File: src/sv/pmsb_pkg.sv
// Shared types and constants of the page mode sprite blitter.
package pmsb_pkg;

	localparam int DEF_SCREEN_COLUMNS = 84;
	localparam int DEF_SCREEN_ROWS    = 48;
	localparam int DEF_STORE_BYTES    = 504;

	// Width of the internal address arithmetic; holds page * columns + column for the default screen size.
	localparam int WIDE_W = 16;

	typedef enum logic [1:0] {
		ACT_DRAW  = 2'd0,
		ACT_CLEAR = 2'd1,
		ACT_READ  = 2'd2,
		ACT_NOP   = 2'd3
	} action_t;

	typedef enum logic [1:0] {
		WSEL_CLEAR   = 2'd0,
		WSEL_PIX     = 2'd1,
		WSEL_MERGE_A = 2'd2,
		WSEL_MERGE_B = 2'd3
	} wsel_t;

	typedef enum logic {
		RSEL_A = 1'b0,
		RSEL_B = 1'b1
	} rsel_t;

	typedef struct packed {
		logic [1:0] action;
		logic [7:0] sprite_x;
		logic [7:0] sprite_y;
		logic [7:0] col_index;
		logic [4:0] page_index;
		logic [7:0] sprite_width;
		logic [7:0] sprite_height;
		logic       visible;
		logic [7:0] pixel_byte;
	} item_t;

	typedef struct packed {
		logic  accept;
		logic  we;
		wsel_t wsel;
		logic  re;
		rsel_t rsel;
		logic  load_rd;
		logic  load_out;
		logic  clr_step;
	} dp_cmd_t;

	typedef struct packed {
		action_t action;
		logic    draw_ok;
		logic    aligned;
		logic    read_ok;
		logic    rd_en_q;
		logic    spill_q;
		logic    clr_last;
	} dp_status_t;

endpackage

File: src/sv/pmsb_ifs.sv
// Valid/ready channel interfaces for draw items and result items.
interface pmsb_item_if;
	logic       valid;
	logic       ready;
	logic [1:0] action;
	logic [7:0] sprite_x;
	logic [7:0] sprite_y;
	logic [7:0] col_index;
	logic [4:0] page_index;
	logic [7:0] sprite_width;
	logic [7:0] sprite_height;
	logic       visible;
	logic [7:0] pixel_byte;

	modport source (
		output valid, action, sprite_x, sprite_y, col_index, page_index,
			sprite_width, sprite_height, visible, pixel_byte,
		input ready
	);
	modport sink (
		input valid, action, sprite_x, sprite_y, col_index, page_index,
			sprite_width, sprite_height, visible, pixel_byte,
		output ready
	);
endinterface

interface pmsb_result_if;
	logic       valid;
	logic       ready;
	logic [7:0] read_byte;
	logic       wrote;

	modport source (output valid, read_byte, wrote, input ready);
	modport sink (input valid, read_byte, wrote, output ready);
endinterface

File: src/sv/page_mode_sprite_blitter.sv
// Top level of the page mode sprite blitter: monochrome page framebuffer with sprite byte draws.
// The block takes one item at a time and returns exactly one result transfer for each one. A
// dropped draw, an unused action or a read outside the store goes straight to its result; a
// page aligned draw writes its byte, an unaligned draw reads and merges its byte and, when the
// spill into the page below lies in the store, that byte too, a read inside the store reads
// its byte and a clear writes every byte. This follows from the single frame store RAM, which
// has one write port and one registered read port, so each unaligned draw is a read, merge and
// write per touched byte and a clear writes one byte per cycle. After reset the block zeroes
// the frame store before it accepts the first item. A finished result waits in an output
// register while the next item runs, and an item that finishes while that register is still
// full waits for it.
module page_mode_sprite_blitter import pmsb_pkg::*; #(
	parameter int SCREEN_COLUMNS = DEF_SCREEN_COLUMNS,
	parameter int SCREEN_ROWS    = DEF_SCREEN_ROWS,
	parameter int STORE_BYTES    = DEF_STORE_BYTES
) (
	input logic          clk,
	input logic          arst_n,
	pmsb_item_if.sink    item,
	pmsb_result_if.source result
);

	item_t      payload;
	dp_cmd_t    cmd;
	dp_status_t sts;

	always_comb begin
		payload.action        = item.action;
		payload.sprite_x      = item.sprite_x;
		payload.sprite_y      = item.sprite_y;
		payload.col_index     = item.col_index;
		payload.page_index    = item.page_index;
		payload.sprite_width  = item.sprite_width;
		payload.sprite_height = item.sprite_height;
		payload.visible       = item.visible;
		payload.pixel_byte    = item.pixel_byte;
	end

	pmsb_ctrl u_ctrl (
		.clk         (clk),
		.arst_n      (arst_n),
		.item_valid  (item.valid),
		.item_ready  (item.ready),
		.result_valid(result.valid),
		.result_ready(result.ready),
		.sts         (sts),
		.cmd         (cmd)
	);

	pmsb_datapath #(
		.SCREEN_COLUMNS(SCREEN_COLUMNS),
		.SCREEN_ROWS   (SCREEN_ROWS),
		.STORE_BYTES   (STORE_BYTES)
	) u_datapath (
		.clk      (clk),
		.arst_n   (arst_n),
		.item     (payload),
		.cmd      (cmd),
		.sts      (sts),
		.read_byte(result.read_byte),
		.wrote    (result.wrote)
	);

endmodule

File: src/sv/pmsb_ram.sv
// Generic simple dual port RAM with one write port and a registered read port.
module pmsb_ram #(
	parameter int WIDTH = 8,
	parameter int DEPTH = 504
) (
	input  logic                     clk,
	input  logic                     we,
	input  logic [$clog2(DEPTH)-1:0] waddr,
	input  logic [WIDTH-1:0]         wdata,
	input  logic                     re,
	input  logic [$clog2(DEPTH)-1:0] raddr,
	output logic [WIDTH-1:0]         rdata
);

	logic [WIDTH-1:0] mem_q [DEPTH];

	always_ff @(posedge clk) begin
		if (we) begin
			mem_q[waddr] <= wdata;
		end
		if (re) begin
			rdata <= mem_q[raddr];
		end
	end

endmodule

File: src/sv/pmsb_datapath.sv
// Address decode, clipping checks, merge logic, clear pointer and frame store of the blitter.
module pmsb_datapath import pmsb_pkg::*; #(
	parameter int SCREEN_COLUMNS = DEF_SCREEN_COLUMNS,
	parameter int SCREEN_ROWS    = DEF_SCREEN_ROWS,
	parameter int STORE_BYTES    = DEF_STORE_BYTES
) (
	input  logic       clk,
	input  logic       arst_n,
	input  item_t      item,
	input  dp_cmd_t    cmd,
	output dp_status_t sts,
	output logic [7:0] read_byte,
	output logic       wrote
);

	localparam int ADDR_W = $clog2(STORE_BYTES);

	logic [5:0]        pages;
	logic [5:0]        draw_page;
	logic [8:0]        draw_col;
	logic [5:0]        sel_page;
	logic [8:0]        sel_col;
	logic [WIDE_W-1:0] addr_a_wide;
	logic [WIDE_W-1:0] addr_b_wide;
	logic              is_read;
	logic              col_ok;
	logic              a_ok;
	logic              b_ok;
	logic              draw_ok;
	logic              read_ok;

	logic [ADDR_W-1:0] addr_a_q;
	logic [ADDR_W-1:0] addr_b_q;
	logic [7:0]        pix_q;
	logic [2:0]        off_q;
	logic              spill_q;
	logic              rd_en_q;
	logic              wrote_pend_q;
	logic [7:0]        rd_q;
	logic [ADDR_W-1:0] clr_ptr_q;
	logic [7:0]        read_byte_q;
	logic              wrote_q;

	logic [ADDR_W-1:0] ram_waddr;
	logic [7:0]        ram_wdata;
	logic [ADDR_W-1:0] ram_raddr;
	logic [7:0]        ram_rdata;
	logic [3:0]        spill_shift;
	logic              clr_last;

	always_comb begin
		is_read     = (action_t'(item.action) == ACT_READ);
		pages       = 6'((9'(item.sprite_height) + 9'd7) >> 3);
		draw_page   = 6'(item.sprite_y[7:3]) + 6'(item.page_index);
		draw_col    = 9'(item.sprite_x) + 9'(item.col_index);
		sel_page    = is_read ? 6'(item.page_index) : draw_page;
		sel_col     = is_read ? 9'(item.col_index) : draw_col;
		addr_a_wide = WIDE_W'(sel_page) * WIDE_W'(SCREEN_COLUMNS) + WIDE_W'(sel_col);
		addr_b_wide = addr_a_wide + WIDE_W'(SCREEN_COLUMNS);
		col_ok      = sel_col < 9'(SCREEN_COLUMNS);
		a_ok        = addr_a_wide < WIDE_W'(STORE_BYTES);
		b_ok        = addr_b_wide < WIDE_W'(STORE_BYTES);
		draw_ok     = item.visible
			&& (9'(item.sprite_x) < 9'(SCREEN_COLUMNS))
			&& (9'(item.sprite_y) < 9'(SCREEN_ROWS))
			&& (item.col_index < item.sprite_width)
			&& (6'(item.page_index) < pages)
			&& col_ok && a_ok;
		read_ok     = col_ok && a_ok;
	end

	assign clr_last = (clr_ptr_q == ADDR_W'(STORE_BYTES - 1));

	always_comb begin
		sts.action   = action_t'(item.action);
		sts.draw_ok  = draw_ok;
		sts.aligned  = (item.sprite_y[2:0] == 3'd0);
		sts.read_ok  = read_ok;
		sts.rd_en_q  = rd_en_q;
		sts.spill_q  = spill_q;
		sts.clr_last = clr_last;
	end

	always_ff @(posedge clk) begin
		if (cmd.accept) begin
			addr_a_q     <= ADDR_W'(addr_a_wide);
			addr_b_q     <= ADDR_W'(addr_b_wide);
			pix_q        <= item.pixel_byte;
			off_q        <= item.sprite_y[2:0];
			spill_q      <= b_ok;
			rd_en_q      <= is_read && read_ok;
			wrote_pend_q <= (action_t'(item.action) == ACT_DRAW) && draw_ok;
		end
		if (cmd.load_rd) begin
			rd_q <= ram_rdata;
		end
		if (cmd.load_out) begin
			read_byte_q <= rd_en_q ? rd_q : 8'd0;
			wrote_q     <= wrote_pend_q;
		end
	end

	always_ff @(posedge clk or negedge arst_n) begin
		if (!arst_n) begin
			clr_ptr_q <= '0;
		end else if (cmd.clr_step) begin
			clr_ptr_q <= clr_last ? '0 : clr_ptr_q + ADDR_W'(1);
		end
	end

	assign spill_shift = 4'd8 - {1'b0, off_q};

	always_comb begin
		case (cmd.wsel)
			WSEL_CLEAR: begin
				ram_waddr = clr_ptr_q;
				ram_wdata = 8'd0;
			end
			WSEL_PIX: begin
				ram_waddr = addr_a_q;
				ram_wdata = pix_q;
			end
			WSEL_MERGE_A: begin
				ram_waddr = addr_a_q;
				ram_wdata = ram_rdata | 8'(pix_q << off_q);
			end
			WSEL_MERGE_B: begin
				ram_waddr = addr_b_q;
				ram_wdata = ram_rdata | 8'(pix_q >> spill_shift);
			end
			default: begin
				ram_waddr = clr_ptr_q;
				ram_wdata = 8'd0;
			end
		endcase
	end

	assign ram_raddr = (cmd.rsel == RSEL_B) ? addr_b_q : addr_a_q;

	pmsb_ram #(
		.WIDTH(8),
		.DEPTH(STORE_BYTES)
	) u_store (
		.clk  (clk),
		.we   (cmd.we),
		.waddr(ram_waddr),
		.wdata(ram_wdata),
		.re   (cmd.re),
		.raddr(ram_raddr),
		.rdata(ram_rdata)
	);

	assign read_byte = read_byte_q;
	assign wrote     = wrote_q;

endmodule

File: src/sv/pmsb_ctrl.sv
// Controller state machine that sequences clears, draws and reads of the blitter.
module pmsb_ctrl import pmsb_pkg::*; (
	input  logic       clk,
	input  logic       arst_n,
	input  logic       item_valid,
	output logic       item_ready,
	output logic       result_valid,
	input  logic       result_ready,
	input  dp_status_t sts,
	output dp_cmd_t    cmd
);

	typedef enum logic [8:0] {
		ST_INIT      = 9'b000000001,
		ST_IDLE      = 9'b000000010,
		ST_CLEAR     = 9'b000000100,
		ST_WRITE_PIX = 9'b000001000,
		ST_READ_A    = 9'b000010000,
		ST_MERGE_A   = 9'b000100000,
		ST_MERGE_B   = 9'b001000000,
		ST_HOLD      = 9'b010000000,
		ST_FINISH    = 9'b100000000
	} state_t;

	state_t state_q;
	state_t state_nxt;
	logic   out_valid_q;
	logic   out_free;

	assign item_ready   = (state_q == ST_IDLE);
	assign result_valid = out_valid_q;
	assign out_free     = !out_valid_q || result_ready;

	always_comb begin
		state_nxt    = state_q;
		cmd          = '0;
		cmd.wsel     = WSEL_CLEAR;
		cmd.rsel     = RSEL_A;
		cmd.accept   = item_ready && item_valid;
		case (state_q)
			ST_INIT: begin
				cmd.we       = 1'b1;
				cmd.clr_step = 1'b1;
				if (sts.clr_last) begin
					state_nxt = ST_IDLE;
				end
			end
			ST_IDLE: begin
				if (item_valid) begin
					case (sts.action)
						ACT_DRAW: begin
							if (!sts.draw_ok) begin
								state_nxt = ST_FINISH;
							end else if (sts.aligned) begin
								state_nxt = ST_WRITE_PIX;
							end else begin
								state_nxt = ST_READ_A;
							end
						end
						ACT_CLEAR: state_nxt = ST_CLEAR;
						ACT_READ:  state_nxt = sts.read_ok ? ST_READ_A : ST_FINISH;
						default:   state_nxt = ST_FINISH;
					endcase
				end
			end
			ST_CLEAR: begin
				cmd.we       = 1'b1;
				cmd.clr_step = 1'b1;
				if (sts.clr_last) begin
					state_nxt = ST_FINISH;
				end
			end
			ST_WRITE_PIX: begin
				cmd.we    = 1'b1;
				cmd.wsel  = WSEL_PIX;
				state_nxt = ST_FINISH;
			end
			ST_READ_A: begin
				cmd.re    = 1'b1;
				state_nxt = sts.rd_en_q ? ST_HOLD : ST_MERGE_A;
			end
			ST_MERGE_A: begin
				cmd.we   = 1'b1;
				cmd.wsel = WSEL_MERGE_A;
				cmd.re   = sts.spill_q;
				cmd.rsel = RSEL_B;
				state_nxt = sts.spill_q ? ST_MERGE_B : ST_FINISH;
			end
			ST_MERGE_B: begin
				cmd.we    = 1'b1;
				cmd.wsel  = WSEL_MERGE_B;
				state_nxt = ST_FINISH;
			end
			ST_HOLD: begin
				cmd.load_rd = 1'b1;
				state_nxt   = ST_FINISH;
			end
			ST_FINISH: begin
				if (out_free) begin
					cmd.load_out = 1'b1;
					state_nxt    = ST_IDLE;
				end
			end
			default: state_nxt = ST_IDLE;
		endcase
	end

	always_ff @(posedge clk or negedge arst_n) begin
		if (!arst_n) begin
			state_q     <= ST_INIT;
			out_valid_q <= 1'b0;
		end else begin
			state_q <= state_nxt;
			if (cmd.load_out) begin
				out_valid_q <= 1'b1;
			end else if (result_ready) begin
				out_valid_q <= 1'b0;
			end
		end
	end

endmodule

File: src/flat_wrapper.sv
// flat-port wrapper written by rule: the top's interface ports become plain ports
module page_mode_sprite_blitter_flat import pmsb_pkg::*;
#(
	parameter int SCREEN_COLUMNS = DEF_SCREEN_COLUMNS,
	parameter int SCREEN_ROWS    = DEF_SCREEN_ROWS,
	parameter int STORE_BYTES    = DEF_STORE_BYTES
)
  (clk, arst_n, item_valid, item_action, item_sprite_x, item_sprite_y, item_col_index, item_page_index, item_sprite_width, item_sprite_height, item_visible, item_pixel_byte, item_ready, result_valid, result_read_byte, result_wrote, result_ready);
  pmsb_item_if item_i ();
  pmsb_result_if result_i ();
  input logic clk;
  input logic arst_n;
  input wire logic [$bits(item_i.valid)-1:0] item_valid;
  input wire logic [$bits(item_i.action)-1:0] item_action;
  input wire logic [$bits(item_i.sprite_x)-1:0] item_sprite_x;
  input wire logic [$bits(item_i.sprite_y)-1:0] item_sprite_y;
  input wire logic [$bits(item_i.col_index)-1:0] item_col_index;
  input wire logic [$bits(item_i.page_index)-1:0] item_page_index;
  input wire logic [$bits(item_i.sprite_width)-1:0] item_sprite_width;
  input wire logic [$bits(item_i.sprite_height)-1:0] item_sprite_height;
  input wire logic [$bits(item_i.visible)-1:0] item_visible;
  input wire logic [$bits(item_i.pixel_byte)-1:0] item_pixel_byte;
  output wire logic [$bits(item_i.ready)-1:0] item_ready;
  output wire logic [$bits(result_i.valid)-1:0] result_valid;
  output wire logic [$bits(result_i.read_byte)-1:0] result_read_byte;
  output wire logic [$bits(result_i.wrote)-1:0] result_wrote;
  input wire logic [$bits(result_i.ready)-1:0] result_ready;
  assign item_i.valid = item_valid;
  assign item_i.action = item_action;
  assign item_i.sprite_x = item_sprite_x;
  assign item_i.sprite_y = item_sprite_y;
  assign item_i.col_index = item_col_index;
  assign item_i.page_index = item_page_index;
  assign item_i.sprite_width = item_sprite_width;
  assign item_i.sprite_height = item_sprite_height;
  assign item_i.visible = item_visible;
  assign item_i.pixel_byte = item_pixel_byte;
  assign item_ready = item_i.ready;
  assign result_valid = result_i.valid;
  assign result_read_byte = result_i.read_byte;
  assign result_wrote = result_i.wrote;
  assign result_i.ready = result_ready;
  page_mode_sprite_blitter #(.SCREEN_COLUMNS(SCREEN_COLUMNS), .SCREEN_ROWS(SCREEN_ROWS), .STORE_BYTES(STORE_BYTES)) u_core (.clk(clk), .arst_n(arst_n), .item(item_i), .result(result_i));
endmodule
File: config.mk
export PLATFORM = sky130hd
export DESIGN_NAME = page_mode_sprite_blitter_flat
export DESIGN_NICKNAME = d
export VERILOG_FILES = /design/src/sv/pmsb_pkg.sv /design/src/sv/pmsb_ifs.sv /design/src/sv/page_mode_sprite_blitter.sv /design/src/sv/pmsb_ram.sv /design/src/sv/pmsb_datapath.sv /design/src/sv/pmsb_ctrl.sv /design/src/flat_wrapper.sv
export SDC_FILE = /design/constraint.sdc
export NUM_CORES = 2
export LEC_CHECK = 0
export ABC_AREA = 1
export BUFFER_PORTS_ARGS = -buffer_cell sky130_fd_sc_hd__buf_2
export CORE_MARGIN = 1.5
export CORE_UTILIZATION = 55
export DETAILED_ROUTE_END_ITERATION = 8
export PLACE_DENSITY_LB_ADDON = 0.1
export SLEW_MARGIN = 20
export SYNTH_ARGS = -nofsm -noshare
export SYNTH_HDL_FRONTEND = slang
export SYNTH_SLANG_ARGS = --single-unit
File: constraint.sdc
create_clock -name clk -period 21.7 [get_ports clk]
set_input_delay 4.34 -clock clk [delete_from_list [all_inputs] [get_ports clk]]
set_output_delay 4.34 -clock clk [all_outputs]
set_load 0.005 [all_outputs]
# Word level (Yosys, flattened, before mapping)
# Memory sizes are Yosys's and may differ from the RTL's. A register that Yosys moved wholly into a read port is not among the register bits.
# Cells that the tools add are included.
totals:
  elab_cells: 102
  mem_bits_rw: 4032
  in_bits: 60
  output_inout_bits: 11
  n_memories: 1
  register_bits: 68
op_classes:
  mul: 1
  magnitude_cmp: 7
  shift: 2
  muxes: 29
  eq_ne: 19
  reduce_logical: 21
  bitwise_logic: 2
  add_sub_neg: 7
mem_list:
  columns: ["memory", "words", "width", "read_ports", "rd_clocked_by_memory_dff", "wr", "line", "text"]
  rows:
  - ["u_core.u_datapath.u_store.mem_q", 504, 8, 1, 1, 1, "pmsb_ram.sv:15", "logic [WIDTH-1:0] mem_q [DEPTH];"]
ops:
  columns: ["op", "count"]
  rows:
  - ["2-to-1 mux 9 bit", 10]
  - ["case mux 9 bit (7 select lines)", 1]
  - ["case mux 9 bit (3 select lines)", 2]
  - ["case mux 8 bit (4 select lines)", 1]
  - ["== test 9 bit (second input constant)", 2]
  - ["bitwise OR 8 bit", 2]
  - ["adder 14 x 7 -> 15 bit (second input constant)", 1]
  - ["less-than comparator 15 x 9 -> 1 bit (second input constant)", 1]
  - ["adder 13 x 9 -> 14 bit", 1]
  - ["less-than comparator 14 x 9 -> 1 bit (second input constant)", 1]
  - ["multiplier 6 x 5 -> 11 bit (second input constant)", 1]
  - ["logical AND 1 bit", 10]
  - ["2-to-1 mux 1 bit", 10]
  - ["adder 8 x 3 -> 9 bit (second input constant)", 1]
  - ["adder 8 x 8 -> 9 bit", 1]
  - ["adder 9 x 1 -> 9 bit (second input constant)", 1]
  - ["== test 9 x 1 -> 1 bit (second input constant)", 1]
  - ["== test 9 x 2 -> 1 bit (second input constant)", 1]
  - ["== test 9 x 3 -> 1 bit (second input constant)", 1]
  - ["== test 9 x 4 -> 1 bit (second input constant)", 1]
  - ["== test 9 x 5 -> 1 bit (second input constant)", 1]
  - ["== test 9 x 6 -> 1 bit (second input constant)", 1]
  - ["== test 9 x 7 -> 1 bit (second input constant)", 1]
  - ["== test 9 x 8 -> 1 bit (second input constant)", 1]
  - ["26 further kinds", 34]

# Depth between registers and ports, before layout
depth:
  depth_word: 11
  mapped_depth: 33
  mapped_depth_nobuf: 33

# Hierarchy
# Synthesis repeated with hierarchy kept, for this count alone.
unflattened:
  hier_cells: 14654
  area_unflattened_um2: 170608.6
by_module_without_submodules:
  columns: ["mod", "seq_area_each_um2", "cells_each", "n_inst", "area_per_inst_um2"]
  rows:
  - ["pmsb_ram", 121316.4, 13778, 1, 164308.8]
  - ["pmsb_datapath", 1636.6, 759, 1, 5514.0]
  - ["pmsb_ctrl", 251.5, 117, 1, 785.8]

# Worst setup path after synthesis
# OpenSTA, ideal clock, no wires.
synth_timing:
  path_kind: "flip-flop to flip-flop"
  startpoint: "reg u_core.u_ctrl.state_q[7]"
  endpoint: "mem u_core.u_datapath.u_store.mem_q[0][4] (data pin)"
  setup_time_ns: 2.897
  setup_slack_ns: 3.132
  required_ns: 18.803
  path_buffers: 2
  arrival_time_ns: 15.671
  path_stages_with_launch: 15
  period_less_slack_ns: 18.568
  cell_sequence: "dfrtp_1 nor2_4 nand3_2 nor2_4 buf_6 nor2_1 inv_1 ha_1 clkbuf_1 inv_1 nor2_1 nand2_1 o21ai_0 o21ai_0 a21oi_1"
synth_between:
  elab_chain_cells: 4
  word_cells_on_any_way: 9
  cone_classes: "6 x eq/ne; 2 x mux; 1 x reduce/logical"
synth_lines:
  columns: ["element", "line", "text"]
  rows:
  - ["start: declaration", "pmsb_ctrl.sv:25", "state_t state_q;"]
  - ["start signal: assignment", "pmsb_ctrl.sv:113", "state_q <= state_nxt;"]
  - ["== test 9 x 7 -> 1 bit, or another cell as far along", "pmsb_ctrl.sv:40", "case (state_q)"]
  - ["case mux 2 bit (3 select lines) *", "pmsb_ctrl.sv:40", null]
  - ["== test 2 bit, or another cell as far along", "pmsb_datapath.sv:114", "case (cmd.wsel)"]
  - ["case mux 8 bit (4 select lines) *", "pmsb_datapath.sv:114", null]
  - ["named net u_core.u_datapath.ram_wdata[4]", "pmsb_datapath.sv:45", "logic [7:0] ram_wdata;"]
  - ["end: declaration", "pmsb_ram.sv:15", null]
# Mark *: on every way through the listed nets, which the timed path passes. The rest lies on a longest branch.

# Worst setup path in the final report
layout_timing:
  startpoint: "in item_page_index[0]"
  endpoint: "reg u_core.u_ctrl.state_q[4]"
layout_between:
  elab_chain_cells: 10
  word_cells_on_any_way: 15
  cone_classes: "2 x add/sub; 1 x mul; 2 x order compare; 6 x mux; 4 x reduce/logical"
layout_lines:
  columns: ["element", "line", "text"]
  rows:
  - ["start: declaration", "flat_wrapper.sv:18", "input wire logic [$bits(item_i.page_index)-1:0] item_page_index;"]
  - ["adder 5 x 5 -> 6 bit", "pmsb_datapath.sv:54", "draw_page = 6'(item.sprite_y[7:3]) + 6'(item.page_index);"]
  - ["2-to-1 mux 6 bit", "pmsb_datapath.sv:56", "sel_page = is_read ? 6'(item.page_index) : draw_page;"]
  - ["multiplier 6 x 5 -> 11 bit", "pmsb_datapath.sv:58", "addr_a_wide = WIDE_W'(sel_page) * WIDE_W'(SCREEN_COLUMNS) + WIDE_W'(sel_col);"]
  - ["adder 13 x 9 -> 14 bit", "pmsb_datapath.sv:58", null]
  - ["less-than comparator 14 x 9 -> 1 bit", "pmsb_datapath.sv:61", "a_ok = addr_a_wide < WIDE_W'(STORE_BYTES);"]
  - ["logical AND 1 bit (on tied branches)", "pmsb_datapath.sv:69, pmsb_datapath.sv:68", null]
  - ["2-to-1 mux 9 bit (on tied branches)", "pmsb_ctrl.sv:61, pmsb_ctrl.sv:52", null]
  - ["case mux 9 bit (3 select lines) *", "pmsb_ctrl.sv:50", "case (sts.action)"]
  - ["2-to-1 mux 9 bit *", "pmsb_ctrl.sv:49", "if (item_valid) begin"]
  - ["case mux 9 bit (7 select lines) *", "pmsb_ctrl.sv:40", null]
# Mark *: on every way between the ends. The rest lies on a longest branch, timed or not. The select of a mux whose other input is x is not followed.
# A chain may end at the register's enable or synchronous reset.

==> flow_metrics.py <==
metrics = {
    "run_status": {
        "outcome": "completed",
    },
    "route": {
        "remaining_drc_errors": 0,
        "first_iter_violations": 12960,
        "dr.pass1.iters": 6,
        "postRouteWirelength_um": 470000,
        "wl_per_cell_um": 26.70,
        "total_number_of_vias": 109333,
        "ant_nets": 0,
        "post_drt_via_cell_ratio": 6.212,
    },
    "timing": {
        "max_slew.worst_pin.slew_ns": 1.197,
        "tns_ns": 0,
        "max_freq_mhz": 121.6,
        "hold_viol": 0,
        "finalHoldWorstSlack_ns": 0.4398,
        "final-max-slew-violation-count": 0,
        "max-slew-margin-rel": 0.1988,
        "finalCriticalPeriod_ns": 8.226,
        "setup_repair_after_global_routing_missed_its_margin": "no",
        "final.period_utilization": 0.3791,
        "finalClockSkew_ns": 0.05433,
        "finalSetupViolCount": 0,
    },
    "grt": {
        "grt_pass1_wl_um": 690600,
        "largest_net_degree_at_the_start_of_global_routing": 207,
        "grt_remaining_overflow": 0,
        "first_global_vias": 103798,
        "grt_antenna_before_repair": 19,
        "grt_util_all_layers": 0.2979,
    },
    "clock_network": {
        "number_of_buffers_inserted_by_hold_repair_at_cts": 0,
        "clock_latency_ns": 0.97,
        "clock-root-buffer": "sky130_fd_sc_hd__clkbuf_16",
        "cts_resized": 0,
        "cts.path.max_buffers": 4,
        "clock_edge_transition_at_the_registers_on_the_reported_setup_and_hold_paths_ns": 0.05,
        "cts.htree.levels": 5,
        "cts_buffers": 415,
        "cts_tree": "built",
        "clk_sink_count": 4106,
        "post-cts-setup-buffer-count": 0,
    },
    "synth": {
        "count_of_warnings_emitted_by_yosys": 0,
        "synth-edff-count": 4087,
        "sequential_to_total_area_share_from_yosys_stat": 0.7275,
        "netlist-cell-type-count": 56,
        "most_used_dff_post_synth": "sky130_fd_sc_hd__edfxtp_1",
        "synth_async_sr_flop_share": 0.004627,
        "synth.net_count": 13586,
        "syn_area_sq_um": 169300,
        "netlist_instances": 13466,
        "avgSynthCellArea_sq_um": 12.58,
        "ys_ff_latch": 4106,
    },
    "placement": {
        "dpl_cell_area_sq_um": 172600,
        "place.port_buffers": 70,
        "gp_congestion": 0.8479,
        "place.detailed.hpwl_um": 257300,
    },
    "finish": {
        "sequential_cell_area_sq_um": 123200,
        "fin_nets": 13265,
        "multi_input_area_sq_um": 41640,
        "drive_gt1_frac": 0.09646,
        "flow.area_growth_from_synthesis_pct": 9.657,
        "final_area_sq_um": 185700,
        "layout_filler_cell_count": 23593,
    },
    "die": {
        "die-width_um": 557.9,
        "fp.dieArea_sq_um": 311200,
        "coreArea_sq_um": 306100,
        "die_height_um": 557.9,
        "initial_utilization": 0.5533,
        "std_cell_rows": 203,
        "io_pins": 71,
    },
    "power_and_ir_drop": {
        "peakVddDrop_mv": 0.08879,
        "power.density_cell_area_nw_per_um2": 106.1,
        "cellLeakagePower_nw": 66.41,
    },
    "flow_run": {
        "number_of_maximum_capacitance_constraint_violations": 0,
    },
    "worst_hold_path": {
        "min-delay-path-class": "reg2reg",
        "worstHoldPathCells": 0,
    },
    "critical_path": {
        "worst-endpoint-required_ns": 22.55,
        "critical_path.slowest_cell": "sky130_fd_sc_hd__fa_1",
        "max_stage_delay_ns": 0.41,
        "endpoint_kind": "flop",
        "path_class": "in2reg",
        "critical_path.startpoint_type": "input pin",
        "ff_to_ff_path_depth": 17,
        "worst-path-max-fanout": 5,
        "critical_path_arrival_ns": 9.07,
    },
}
final timing paths:
kind / startpoint / endpoint / slack, ns
min: u_core.u_datapath.wrote_pend_q$_DFFE_PP_ / u_core.u_datapath.wrote$_DFFE_PP_ / 0.44
max reg2reg: u_core.u_datapath.addr_a_q[0]$_DFFE_PP_ / u_core.u_datapath.u_store.rdata[0]$_DFFE_PP_ / 14.30
min reg2reg: u_core.u_datapath.wrote_pend_q$_DFFE_PP_ / u_core.u_datapath.wrote$_DFFE_PP_ / 0.44
max in group asynchronous: arst_n / u_core.u_ctrl.state_q[0]$_DFFE_PN1P_ / 18.00
min in group asynchronous: arst_n / u_core.u_ctrl.result_valid$_DFFE_PN0P_ / 3.33
max: item_page_index[0] / u_core.u_ctrl.state_q[4]$_DFFE_PN0P_ / 13.47
layout make-up:
class                      count  share of cell area
inverter                     153            0.003295
clock inverter               254             0.01269
timing repair buffer         240             0.01067
multi-input combinational   8229              0.2242
clock buffer                 505             0.05786
sequential                  4106              0.6635
tap                         4100             0.02763
antenna                       14           0.0001887
metal layers:
layer,global-route usage,share of wire
met1,0.4236,0.41
met4,0.1008,0.034
met5,0,0.000026
met2,0.4651,0.47
met3,0.05485,0.089
flip-flops by register name (all words and copies together), names as in the netlist:
register / flops
u_core.u_datapath.u_store.mem_q: 4032
u_core.u_datapath.spill_q: 1
u_core.u_ctrl.state_q: 9
u_core.u_datapath.addr_b_q: 7
u_core.u_datapath.rd_en_q: 1
u_core.u_datapath.off_q: 3
u_core.u_datapath.addr_a_q: 9
u_core.u_datapath.wrote_pend_q: 1
u_core.u_datapath.u_store.rdata: 8
u_core.u_datapath.pix_q: 8
u_core.u_ctrl.result_valid: 1
u_core.u_datapath.wrote: 1
u_core.u_datapath.read_byte: 8
u_core.u_datapath.clr_ptr_q: 9
u_core.u_datapath.rd_q: 8
power breakdown:
part | total, mW | switching, mW | internal, mW | leakage, nW
registers | 8.67 | 0.0281 | 8.64 | 43.4
logic | 4.08 | 2.92 | 1.16 | 16.6
clock network | 6.96 | 3.04 | 3.91 | 6.37
cell families (layout without fill, tap and decap cells):
logic type               count (synthesis)  in the layout  share of synthesized area
buffers and inverters                 1131           1152                    0.02840
AO/OA/AOI/OAI                         2738           2738                     0.1054
adder cells (fa/ha/maj)                 60             60                   0.004610
XOR/XNOR                                17             17                  0.0008792
AND/OR/NAND/NOR                       5414           5414                     0.1331
flip-flops                            4106           4106                     0.7275
other                                    0             14                          0
worst max-delay path, delay by kind of cell:
kind,cells,cell delay (ns)
buffers and inverters,5,0.38
xor gates and xnor gates,3,0.47
AOI/OAI and AO/OA,4,0.75
and+or+nand+nor,11,0.89
adders and majority gates,7,2.24
cells in the mapped netlist (4+ instances only):
cell type	n	area (sq um)
sky130_fd_sc_hd__a21oi_1	86	430.4
sky130_fd_sc_hd__a221o_1	5	50.05
sky130_fd_sc_hd__a22oi_1	5	37.54
sky130_fd_sc_hd__a32o_1	18	180.2
sky130_fd_sc_hd__a32oi_1	6	52.55
sky130_fd_sc_hd__buf_1	84	315.3
sky130_fd_sc_hd__buf_2	351	1757
sky130_fd_sc_hd__buf_4	25	187.7
sky130_fd_sc_hd__buf_6	4	45.04
sky130_fd_sc_hd__clkbuf_1	514	1929
sky130_fd_sc_hd__clkinv_1	4	15.01
sky130_fd_sc_hd__dfrtp_1	18	450.4
sky130_fd_sc_hd__edfxtp_1	4087	122700
sky130_fd_sc_hd__fa_1	4	80.08
sky130_fd_sc_hd__ha_1	56	700.7
sky130_fd_sc_hd__inv_1	145	544.3
sky130_fd_sc_hd__nand2_1	589	2211
sky130_fd_sc_hd__nand3_1	797	3989
sky130_fd_sc_hd__nand3b_1	5	37.54
sky130_fd_sc_hd__nand4_1	19	118.9
sky130_fd_sc_hd__nor2_1	3546	13310
sky130_fd_sc_hd__nor2_2	4	25.02
sky130_fd_sc_hd__nor3_1	6	30.03
sky130_fd_sc_hd__o211ai_1	1042	7823
sky130_fd_sc_hd__o21a_1	4	30.03
sky130_fd_sc_hd__o21ai_0	1039	5200
sky130_fd_sc_hd__o22ai_1	5	31.28
sky130_fd_sc_hd__o31ai_1	471	3536
sky130_fd_sc_hd__o32ai_1	37	324.1
sky130_fd_sc_hd__or2_2	433	2709
sky130_fd_sc_hd__xnor2_1	6	52.55
sky130_fd_sc_hd__xor2_1	11	96.34
stage by stage:
step / power (mW) / utilization / instances / setup slack [ns]
after floorplan: 11.49 / - / 13466 / 3.132
final: 19.71 / 0.6067 / 17601 / 13.47
after global routing: 20.41 / 0.6066 / 17589 / 13.01
after CTS: 19.73 / 0.6066 / 17587 / 13.46
after global placement: 12.84 / 0.5638 / 16828 / 12.28
after detailed placement: 12.87 / 0.5638 / 16828 / 12.49
cell usage in the layout (no fill, tap or decap), types with 89 or more instances in the layout:
cell type,instances
sky130_fd_sc_hd__nor2_1,3537
sky130_fd_sc_hd__clkinv_1,99
sky130_fd_sc_hd__o211ai_1,1042
sky130_fd_sc_hd__buf_4,141
sky130_fd_sc_hd__or2_2,433
sky130_fd_sc_hd__nand2_1,577
sky130_fd_sc_hd__edfxtp_1,4087
sky130_fd_sc_hd__o31ai_1,471
sky130_fd_sc_hd__inv_1,142
sky130_fd_sc_hd__o21ai_0,1039
sky130_fd_sc_hd__nand3_1,793
sky130_fd_sc_hd__clkbuf_16,416
sky130_fd_sc_hd__clkbuf_1,89
Note: power is estimated with default switching activity, not from simulation.
